$ cat src/sv/ifmt_pkg.sv
// Shared types, constants and helpers for the integer field formatter.
// No dependencies; every other file imports this package.
`default_nettype none

package ifmt_pkg;

   localparam int MAX_FIELD_DEFAULT = 63;
   localparam int QUEUE_DEPTH       = 2;
   localparam int DIGITS_MAX        = 10;
   localparam int DIGIT_CNT_W       = $clog2(DIGITS_MAX + 1);
   localparam int DIGIT_IDX_W       = $clog2(DIGITS_MAX);
   localparam int FIELD_W           = 6;

   localparam logic [31:0] RECIP_TEN = 32'hCCCC_CCCD;
   localparam int          RECIP_SHIFT = 35;

   localparam logic CMD_DEC = 1'b0;
   localparam logic CMD_HEX = 1'b1;

   localparam logic [7:0] CHAR_SPACE = 8'h20;
   localparam logic [7:0] CHAR_MINUS = 8'h2d;
   localparam logic [7:0] CHAR_ZERO  = 8'h30;
   localparam logic [7:0] CHAR_LOW_A = 8'h61;

   typedef enum logic [1:0] {
      FE_IDLE,
      FE_CONV,
      FE_SEND
   } front_state_type;

   typedef struct packed {
      logic [DIGITS_MAX-1:0][3:0] digits;
      logic [DIGIT_CNT_W-1:0]     ndig;
      logic                       neg;
      logic [FIELD_W-1:0]         zeros;
      logic [FIELD_W-1:0]         spaces;
   } field_desc_type;

   function automatic logic [7:0] digit_char(input logic [3:0] d);
      logic [7:0] c;
      if (d < 4'd10) begin
         c = CHAR_ZERO + {4'b0, d};
      end else begin
         c = CHAR_LOW_A + {4'b0, d} - 8'd10;
      end
      return c;
   endfunction

endpackage

`default_nettype wire

$ cat src/sv/ifmt_back.sv
// Back end: walks one field descriptor and emits one character per cycle into the
// output register whenever that register is empty or being popped. Depends on ifmt_pkg.
`default_nettype none

module ifmt_back import ifmt_pkg::*; (
   input  wire logic           clock,
   input  wire logic           reset,
   input  wire logic           q_empty,
   input  wire field_desc_type q_desc,
   output logic                q_pop,
   output logic                busy,
   output logic                empty,
   input  wire logic           pop,
   output logic [7:0]          rsp_char_out,
   output logic                rsp_last_char
);

   logic [FIELD_W-1:0]         sp_ff, sp_in;
   logic                       ng_ff, ng_in;
   logic [FIELD_W-1:0]         zr_ff, zr_in;
   logic [DIGIT_CNT_W-1:0]     dg_ff, dg_in;
   logic [DIGITS_MAX-1:0][3:0] digs_ff, digs_in;
   logic                       valid_ff, valid_in;
   logic [7:0]                 char_ff, char_in;
   logic                       last_ff, last_in;

   logic                       slot_free;
   logic [DIGIT_CNT_W-1:0]     dg_idx;

   assign busy      = (sp_ff != '0) || ng_ff || (zr_ff != '0) || (dg_ff != '0);
   assign slot_free = !valid_ff || pop;
   assign q_pop     = !busy && !q_empty;
   assign dg_idx    = dg_ff - 1'b1;

   assign empty         = !valid_ff;
   assign rsp_char_out  = char_ff;
   assign rsp_last_char = last_ff;

   always_comb begin
      sp_in    = sp_ff;
      ng_in    = ng_ff;
      zr_in    = zr_ff;
      dg_in    = dg_ff;
      digs_in  = digs_ff;
      valid_in = valid_ff && !pop;
      char_in  = char_ff;
      last_in  = last_ff;
      if (q_pop) begin
         sp_in   = q_desc.spaces;
         ng_in   = q_desc.neg;
         zr_in   = q_desc.zeros;
         dg_in   = q_desc.ndig;
         digs_in = q_desc.digits;
      end else if (busy && slot_free) begin
         priority if (sp_ff != '0) begin
            char_in = CHAR_SPACE;
            sp_in   = sp_ff - 1'b1;
         end else if (ng_ff) begin
            char_in = CHAR_MINUS;
            ng_in   = 1'b0;
         end else if (zr_ff != '0) begin
            char_in = CHAR_ZERO;
            zr_in   = zr_ff - 1'b1;
         end else begin
            char_in = digit_char(digs_ff[dg_idx[DIGIT_IDX_W-1:0]]);
            dg_in   = dg_idx;
         end
         valid_in = 1'b1;
         last_in  = (sp_in == '0) && !ng_in && (zr_in == '0) && (dg_in == '0);
      end
   end

   always_ff @(posedge clock) begin
      if (reset) begin
         sp_ff    <= '0;
         ng_ff    <= 1'b0;
         zr_ff    <= '0;
         dg_ff    <= '0;
         valid_ff <= 1'b0;
      end else begin
         sp_ff    <= sp_in;
         ng_ff    <= ng_in;
         zr_ff    <= zr_in;
         dg_ff    <= dg_in;
         valid_ff <= valid_in;
      end
   end

   always_ff @(posedge clock) begin
      digs_ff <= digs_in;
      char_ff <= char_in;
      last_ff <= last_in;
   end

endmodule

`default_nettype wire

$ cat config.mk
export PLATFORM = sky130hd
export DESIGN_NAME = ifmt_back
export DESIGN_NICKNAME = d
export VERILOG_FILES = /design/src/sv/ifmt_pkg.sv /design/src/sv/ifmt_back.sv
export SDC_FILE = /design/constraint.sdc
export NUM_CORES = 1
export LEC_CHECK = 0
export ABC_CLOCK_PERIOD_IN_PS = 3300
export BUFFER_PORTS_ARGS = -buffer_cell sky130_fd_sc_hd__buf_2
export CORE_ASPECT_RATIO = 1.75
export CORE_MARGIN = 5
export CORE_UTILIZATION = 54
export DETAILED_ROUTE_END_ITERATION = 8
export GPL_ROUTABILITY_DRIVEN = 0
export PLACE_DENSITY = 0.79
export RECOVER_POWER = 100
export SYNTH_ARGS = -nofsm -noshare
export SYNTH_HDL_FRONTEND = slang
export SYNTH_SLANG_ARGS = --single-unit
$ cat constraint.sdc
create_clock -name clock -period 3.3 [get_ports clock]
set_input_delay 0.66 -clock clock [delete_from_list [all_inputs] [get_ports clock]]
set_output_delay 0.66 -clock clock [all_outputs]
set_load 0.02 [all_outputs]
==> flow_summary.yaml <==
cells_and_area:
  seqCellArea_sq_um: 1800
  fin_util: 0.642
  fin_cells: 452
  synthToLayoutAreaGrowth_pct: 18.2
  nFillCells: 508
  antennaDiodeCount: 0
  finalNetCount: 433
  multi_input_area_sq_um: 1370
  drive_gt1_frac: 0.282
clock_network:
  cts_root_buffer: "clkbuf_8"
  cts_buffers: 9
  htreeDepth: 3
  hold_buffers: 0
  clkLatencyLatePin_ns: 0.34
  clockBufferDepth: 2
  cts_tree: "built"
  path_clk_slew_ns: 0.08
  clock_sinks: 66
power:
  leakagePower_nw: 1.49
  ir_worst_vdd_mv: 0.503
  p_total_w: 0.00394
  power.density_nw_per_um2: 999
sta:
  hold_viol: 0
  finalSetupViolations: 0
  grt_setup_unrepaired: "no"
  finClkSkew_ns: 0.0122
  setup_tns_ns: 0
  worst_pin_slew_ns: 0.620
  slew_viol_final: 0
  timing.fmax_mhz: 318
  slew_headroom: 0.583
  finalCriticalPeriod_ns: 3.15
  fin_crit_sh: 0.954
yosys:
  synth.distinct_cells: 61
  yosys_most_used_dff: "edfxtp_1"
  async_flop_share: 0
  ys_ff_latch: 66
  synth_top_area_frac: 0.432
  postSynthNetCount: 359
  synth_area_sq_um: 3330
  synth_most_common_cell: "edfxtp_1"
  synth_edf_count: 48
  yosysSeqAreaShare: 0.540
  synthCells: 293
  synth.avg_cell_area_sq_um: 11.4
  synth_common_cells: "edfxtp_1 (48), nor2_1 (34), dfxtp_1 (18), nand2_1 (17)"
  ys_warn_count: 0
  synth_area_leader_cell: "edfxtp_1"
  synth.area.top_cells: "edfxtp_1 (43%), dfxtp_1 (11%), nor2_1 (3.8%)"
critical_path:
  worstPathArrival_ns: 2.49
  path_cells: "inv_1 -> ha_1 -> nor3b_4 -> nand3_4 -> or4_1 -> clkinv_4 -> clkbuf_2"
  cp.required_ns: 2.64
  slowest_stage: "or4_1"
  cp_max_fo: 30
  end_kind: "output port"
  path_class: "reg -> out"
  start_kind: "flop"
  crit_path_max_incr_delay_ns: 0.49
drt:
  drc: 0
  vias: 2569
  drt_first_pass_iters: 4
  drt_iter0_markers: 198
  routed_wl_um: 7310
  ant_nets: 0
  vias_per_cell: 5.68
  wl_per_cell_um: 16.2
job:
  drv_cap: 0
status:
  outcome: "finished, final reports clean"
global_route:
  grt_pass1_vias: 2520
  grt_max_degree: 31
  grt_antenna_before_repair: 0
  globalRouteOverflowTotal: 0
  grt_usage: 0.186
  grt_pass1_wl_um: 11300
floorplanning:
  die_x_um: 69.4
  initial_core_util: 0.544
  num_rows: 38
  core-area_sq_um: 6130
  io_pins: 73
  die_y_um: 114
  dieArea_sq_um: 7910
place:
  dp_hpwl_um: 5500
  dp.cells: 435
  port_buffers: 71
min_path:
  hold_path_class: "in -> reg"
worst paths after layout:
path,end,cells past startpoint,slack [ns],start
max,q_pop,7,0.15,sp_ff[0]
min,digs_ff[12],1,0.49,q_desc[29]
max reg2reg,sp_ff[3],11,0.32,sp_ff[0]
min reg2reg,sp_ff[1],2,0.56,sp_ff[1]
logic make-up (layout without fill, tap and decap cells):
kind of cell | Yosys count | count (layout) | share of synthesized area
multiplexers | 17 | 17 | 0.0672
buffers and inverters | 30 | 109 | 0.0420
adder cells (fa/ha/maj) | 5 | 5 | 0.0188
other | 2 | 2 | 0.00225
AO/OA/AOI/OAI | 62 | 62 | 0.138
XOR/XNOR | 8 | 8 | 0.0210
flip-flops | 66 | 66 | 0.540
AND/OR/NAND/NOR | 103 | 103 | 0.170
sequential cells by signal (all words and copies together) (netlist names):
signal,cells
rsp_char_out,7
zr_ff,6
digs_ff,40
dg_ff,4
valid_ff,1
rsp_last_char,1
ng_ff,1
sp_ff,6
report_power, final:
part	switching [W]	leakage (nW)	total, W	internal (W)
sequential	0.000172	0.597	0.00132	0.00114
combinational	0.00114	0.787	0.00188	0.000738
clock	0.000314	0.107	0.000742	0.000428
total	0.00163	1.49	0.00394	0.00231
layout by cell type (no fill, tap or decap), types with 9 or more instances in the layout:
master,count
buf_2,60
edfxtp_1,48
nor2_1,34
nand2_1,18
dfxtp_1,18
inv_1,13
o21ai_0,13
a21oi_1,12
clkbuf_1,11
mux2i_1,10
clkbuf_8,9
repair_timing:
action / in CTS / in global routing
endpoints found under the setup margin: 0 / 1
endpoints found under the hold margin: 0 / 0
buffers inserted: 0 / 1
resized for setup: 0 / 0
worst max-delay path, delay by kind of cell (launching register included):
family | cells | cell delay, ns
adder cells (fa/ha/maj) | 1 | 0.30
buffers and inverters | 3 | 0.59
flip-flops | 1 | 0.36
AND/OR/NAND/NOR | 3 | 0.90
final cells by class:
class	instances	area share
Clock inverter	6	0.0229
Timing Repair Buffer	78	0.0991
Tap cell	80	0.0254
Inverter	15	0.0156
Clock buffer	10	0.0324
Sequential cell	66	0.457
Multi-Input combinational cell	197	0.347
routing by layer:
metal  up-vias  track usage  share of wire
met2        95        0.362           0.57
met5         -            0              0
met1      1208        0.177           0.35
met3        27       0.0406          0.054
met4         0        0.102          0.032
li1       1239            -              -
per-stage QoR:
stage | hold slack (ns) | setup slack (ns) | area [sq um]
after floorplan | 0.493 | 0.238 | 3330
after global placement | 0.530 | 0.481 | 3760
after detailed placement | 0.544 | 0.407 | 3760
after CTS | 0.481 | 0.0208 | 3970
after global routing | 0.477 | 0.0469 | 3940
final | 0.488 | 0.152 | 3940
Power figures use the tool's default switching activity.
