### src/sv/ifmt_pkg.sv
// Shared types, constants and helpers for the integer field formatter.
// No dependencies; every other file imports this package.
`default_nettype none

package ifmt_pkg;

   localparam int MAX_FIELD_DEFAULT = 63;
   localparam int QUEUE_DEPTH       = 2;
   localparam int DIGITS_MAX        = 10;
   localparam int DIGIT_CNT_W       = $clog2(DIGITS_MAX + 1);
   localparam int DIGIT_IDX_W       = $clog2(DIGITS_MAX);
   localparam int FIELD_W           = 6;

   localparam logic [31:0] RECIP_TEN = 32'hCCCC_CCCD;
   localparam int          RECIP_SHIFT = 35;

   localparam logic CMD_DEC = 1'b0;
   localparam logic CMD_HEX = 1'b1;

   localparam logic [7:0] CHAR_SPACE = 8'h20;
   localparam logic [7:0] CHAR_MINUS = 8'h2d;
   localparam logic [7:0] CHAR_ZERO  = 8'h30;
   localparam logic [7:0] CHAR_LOW_A = 8'h61;

   typedef enum logic [1:0] {
      FE_IDLE,
      FE_CONV,
      FE_SEND
   } front_state_type;

   typedef struct packed {
      logic [DIGITS_MAX-1:0][3:0] digits;
      logic [DIGIT_CNT_W-1:0]     ndig;
      logic                       neg;
      logic [FIELD_W-1:0]         zeros;
      logic [FIELD_W-1:0]         spaces;
   } field_desc_type;

   function automatic logic [7:0] digit_char(input logic [3:0] d);
      logic [7:0] c;
      if (d < 4'd10) begin
         c = CHAR_ZERO + {4'b0, d};
      end else begin
         c = CHAR_LOW_A + {4'b0, d} - 8'd10;
      end
      return c;
   endfunction

endpackage

`default_nettype wire

### src/sv/ifmt_queue.sv
// Short descriptor queue between front and back end.
// Depends on ifmt_pkg for the descriptor type.
`default_nettype none

module ifmt_queue import ifmt_pkg::*; #(
   parameter int DEPTH = QUEUE_DEPTH
) (
   input  wire logic           clock,
   input  wire logic           reset,
   input  wire logic           push,
   input  wire field_desc_type wr_desc,
   output logic                full,
   input  wire logic           pop,
   output field_desc_type      rd_desc,
   output logic                empty
);

   localparam int PTR_W = (DEPTH > 1) ? $clog2(DEPTH) : 1;
   localparam int CNT_W = $clog2(DEPTH + 1);

   field_desc_type     slot_ff [DEPTH];
   logic [PTR_W-1:0]   wr_ptr_ff, wr_ptr_in;
   logic [PTR_W-1:0]   rd_ptr_ff, rd_ptr_in;
   logic [CNT_W-1:0]   cnt_ff, cnt_in;
   logic               do_push;
   logic               do_pop;

   assign full    = (cnt_ff == CNT_W'(DEPTH));
   assign empty   = (cnt_ff == '0);
   assign do_push = push && !full;
   assign do_pop  = pop && !empty;
   assign rd_desc = slot_ff[rd_ptr_ff];

   always_comb begin
      wr_ptr_in = wr_ptr_ff;
      rd_ptr_in = rd_ptr_ff;
      cnt_in    = cnt_ff;
      if (do_push) begin
         wr_ptr_in = (32'(wr_ptr_ff) == DEPTH - 1) ? '0 : wr_ptr_ff + 1'b1;
      end
      if (do_pop) begin
         rd_ptr_in = (32'(rd_ptr_ff) == DEPTH - 1) ? '0 : rd_ptr_ff + 1'b1;
      end
      if (do_push && !do_pop) begin
         cnt_in = cnt_ff + 1'b1;
      end else if (do_pop && !do_push) begin
         cnt_in = cnt_ff - 1'b1;
      end
   end

   always_ff @(posedge clock) begin
      if (reset) begin
         wr_ptr_ff <= '0;
         rd_ptr_ff <= '0;
         cnt_ff    <= '0;
      end else begin
         wr_ptr_ff <= wr_ptr_in;
         rd_ptr_ff <= rd_ptr_in;
         cnt_ff    <= cnt_in;
      end
   end

   always_ff @(posedge clock) begin
      if (do_push) begin
         slot_ff[wr_ptr_ff] <= wr_desc;
      end
   end

endmodule

`default_nettype wire

### config.mk
export PLATFORM = sky130hd
export DESIGN_NAME = ifmt_queue
export DESIGN_NICKNAME = d
export VERILOG_FILES = /design/src/sv/ifmt_pkg.sv /design/src/sv/ifmt_queue.sv
export SDC_FILE = /design/constraint.sdc
export NUM_CORES = 1
export LEC_CHECK = 0
export BUFFER_PORTS_ARGS = -buffer_cell sky130_fd_sc_hd__clkbuf_2
export CAP_MARGIN = 30
export CELL_PAD_IN_SITES_DETAIL_PLACEMENT = 1
export CELL_PAD_IN_SITES_GLOBAL_PLACEMENT = 1
export CORE_ASPECT_RATIO = 0.6
export CORE_UTILIZATION = 25
export DETAILED_ROUTE_END_ITERATION = 8
export PLACE_DENSITY = 0.56
export REMOVE_ABC_BUFFERS = 1
export SLEW_MARGIN = 25
export SYNTH_ARGS = -nofsm -noshare
export SYNTH_HDL_FRONTEND = slang
export SYNTH_SLANG_ARGS = --single-unit
export TNS_END_PERCENT = 10
### constraint.sdc
create_clock -name clock -period 3.7 [get_ports clock]
set_input_delay 0.925 -clock clock [delete_from_list [all_inputs] [get_ports clock]]
set_output_delay 0.925 -clock clock [all_outputs]
set_load 0.02 [all_outputs]
==> impl_metrics.py <==
metrics = {
    "outcome": {
        "status": "finished, final reports clean",
    },
    "drt": {
        "drc_errors": 0,
        "first_iteration_detailed_routing_drc_count": 122,
        "via_count": 2322,
        "drt-wirelength-per-cell_um": 16.1,
        "drt_wl_total_mm": 9.31,
        "post_drt_via_cell_ratio": 4.00,
        "tritonroute_pass_1_iters": 4,
        "final_antenna_net_count": 0,
    },
    "grt": {
        "grt_util_all_layers_pct": 11.1,
        "globalRoute.totalOverflow": 0,
        "grt_pass1_vias": 2558,
        "antenna_violations_before_repair": 0,
        "grt_pass1_wl_mm": 14.3,
        "maximum_number_of_pins_on_one_net_before_global_route_repair": 34,
    },
    "floorplanning": {
        "fp-row-count": 36,
        "num_io_pins": 120,
        "die_w_um": 172,
        "initial_utilization_pct": 26.1,
        "die_height_um": 104,
        "die_outline_area_mm2": 0.0179,
        "core_area_mm2": 0.0166,
    },
    "synthesis": {
        "synthCells": 202,
        "synth-seq-area-share_pct": 81.3,
        "cell_area_after_technology_mapping_mm2": 0.00433,
        "yosys.cell_types.count": 15,
        "synthesis.area_per_instance_um2": 21.5,
        "yosys_warnings": 0,
        "flip_flop_and_latch_count_after_synthesis": 119,
    },
    "placed_design": {
        "preCtsSetupSlack_ns": 1.05,
        "dp_cells": 547,
        "placement.cell_area_mm2": 0.00522,
        "routabilityCongestion": 0.702,
        "io_buffer_count": 119,
    },
    "pwr": {
        "power-per-cell-area_mw_per_mm2": 780,
        "worst_ir_drop_vdd_mv": 0.264,
        "leakage_nw": 2.18,
    },
    "timing": {
        "worst_pin_slew_ns": 0.636,
        "report.final.setup_viol": 0,
        "fin_skew_ns": 0.00689,
        "final_max_slew_viol_count": 0,
        "finalWorstPathRequiredPeriod_ns": 2.96,
        "final_critical_path_share_of_the_clock_period_pct": 80.0,
        "maxClockFrequency_ghz": 0.338,
        "grt_setup_unrepaired": "no",
        "timing.final.hold_violations": 0,
        "slew-limit-headroom_pct": 57.6,
        "final.setup.tns_ns": 0,
        "final_critical_path_setup_slack_ns": 0.740,
    },
    "final_layout": {
        "commonest_cells_after_routing_fill_and_taps_aside": "119 x clkbuf_2, 114 x edfxtp_1, 57 x mux2_2",
        "final_cell_count_no_fill": 580,
        "most_common_cell_after_layout_fill_and_taps_aside": "clkbuf_2",
        "nNetsFinal": 400,
        "layout-area-overhead-vs-synth_pct": 34.4,
        "final_layout_size_suffix_gt1_share_pct": 61.0,
        "post-route-cell-area_mm2": 0.00583,
    },
    "worst_setup_path": {
        "cp.buffers_inverters": 2,
        "slowest_stage": "dfxtp_2",
        "cp.required_ns": 2.77,
        "timing.setup.critical_path_class": "reg -> out",
        "end_kind": "output pin",
        "critical_path.reg2reg.startpoint": "cnt_ff[1]",
        "cp_top_family": "flip-flops",
        "r2r_end": "slot_ff[1][17]",
        "timing.critical_path.arrival_ns": 2.04,
        "ff2ff_path_depth": 4,
        "reg2reg_setup_slack_ns": 1.67,
        "start_kind": "register",
        "timing.critical_path.slowest_cell_delay_ns": 0.73,
        "critical_path_peak_fanout": 33,
        "critical_path.cell_chain": "buf_12 > mux2_2 > clkbuf_2",
    },
    "hold_path": {
        "timing.hold.worst_path_depth": 2,
        "timing.hold.worst.start": "wr_ptr_ff",
        "hp-class": "reg -> reg",
        "hold_path_sink": "wr_ptr_ff",
    },
    "clocking": {
        "worst_skew_pair.late_latency_ns": 0.40,
        "cts_resized": 0,
        "holdBufCountCts": 0,
        "tritoncts.num_buffers": 17,
        "cts_max_level": 4,
        "post-cts-setup-buffers": 0,
        "max-clock-path-buffers": 2,
        "worst_setup_hold_path_clk_slew_ns": 0.06,
        "clock_tree_from_tritoncts": "yes",
        "cts_sinks": 119,
        "clock_tree.root_cell": "clkbuf_16",
    },
    "run": {
        "maxCapViolCount": 0,
    },
}
synth_stat cells:
master    number  share of area (%)
buf_4          1               0.17
a21oi_1        2               0.23
xor2_1         3               0.61
buf_2          2               0.23
o21ai_0        3               0.35
nor2b_2        1               0.20
nor2_1         5               0.43
dfxtp_1        5                2.3
ha_1           1               0.29
buf_6          3               0.78
or3_1          2               0.29
and2_1         1               0.14
edfxtp_1     114                 79
mux2_2        57                 15
inv_1          2               0.17
stage by stage:
| step | utilization (%) | power [mW] | hold slack [ns] |
|---|---|---|---|
| CTS | 35.1 | 4.63 | 0.503 |
| floorplan | - | 2.50 | 0.452 |
| detailed placement | 31.5 | 2.92 | 0.498 |
| global route | 35.1 | 4.76 | 0.530 |
| global placement | 31.5 | 2.90 | 0.473 |
| finish | 35.1 | 4.54 | 0.495 |
metal layers:
metal / share of wire (%) / up-vias / GRT usage (%)
met3: 11 / 9 / 6.20
met4: 0.95 / 0 / 4.55
met2: 39 / 95 / 14.3
li1: - / 1076 / -
met1: 50 / 1142 / 15.0
met5: 0 / - / 0
logic make-up after synthesis:
logic type,Yosys count,synth area share (%)
buf+inv,8,1.36
compound gates,5,0.577
mux,57,14.8
xor+xnor,3,0.606
simple gates,9,1.07
flops,119,81.3
fa+ha+maj,1,0.289
final cells by class:
type / count / area (um^2)
antenna: 1 / 2.50
clock buffer: 17 / 425
clock inverter: 15 / 176
fill: 1763 / 10800
inverter: 2 / 7.51
multi-input combinational: 75 / 753
sequential: 119 / 3520
tap: 228 / 285
timing repair buffer: 123 / 651
worst max path at each step:
stage                      to  slack, ns  cells after the start
2_1_floorplan      rd_desc[0]       0.78                      1
3_3_place_gp   slot_ff[0][18]       1.11                      5
5_1_grt           rd_desc[49]       0.60                      3
3_5_place_dp   slot_ff[1][11]       1.05                      5
6_report          rd_desc[49]       0.74                      3
4_1_cts           rd_desc[49]       0.65                      3
power breakdown:
| part | switching, mW | internal (mW) | leakage, nW |
|---|---|---|---|
| combinational | 0.657 | 0.430 | 0.789 |
| sequential | 0.0840 | 1.69 | 1.11 |
| clock | 0.617 | 1.06 | 0.281 |
worst register-to-register path: stages (launching register included):
cell	delay [ns]
dfxtp_1	0.34
nor2b_2	0.18
nor2_1	0.15
and2_2	0.55
buf_4	0.46
flip-flops by register name, indices dropped and copies added, names as in the netlist, named ones only:
signal / count
wr_ptr_ff: 1
cnt_ff: 2
rd_ptr_ff: 1
slot_ff: 114
(Power assumes the default switching activity.)
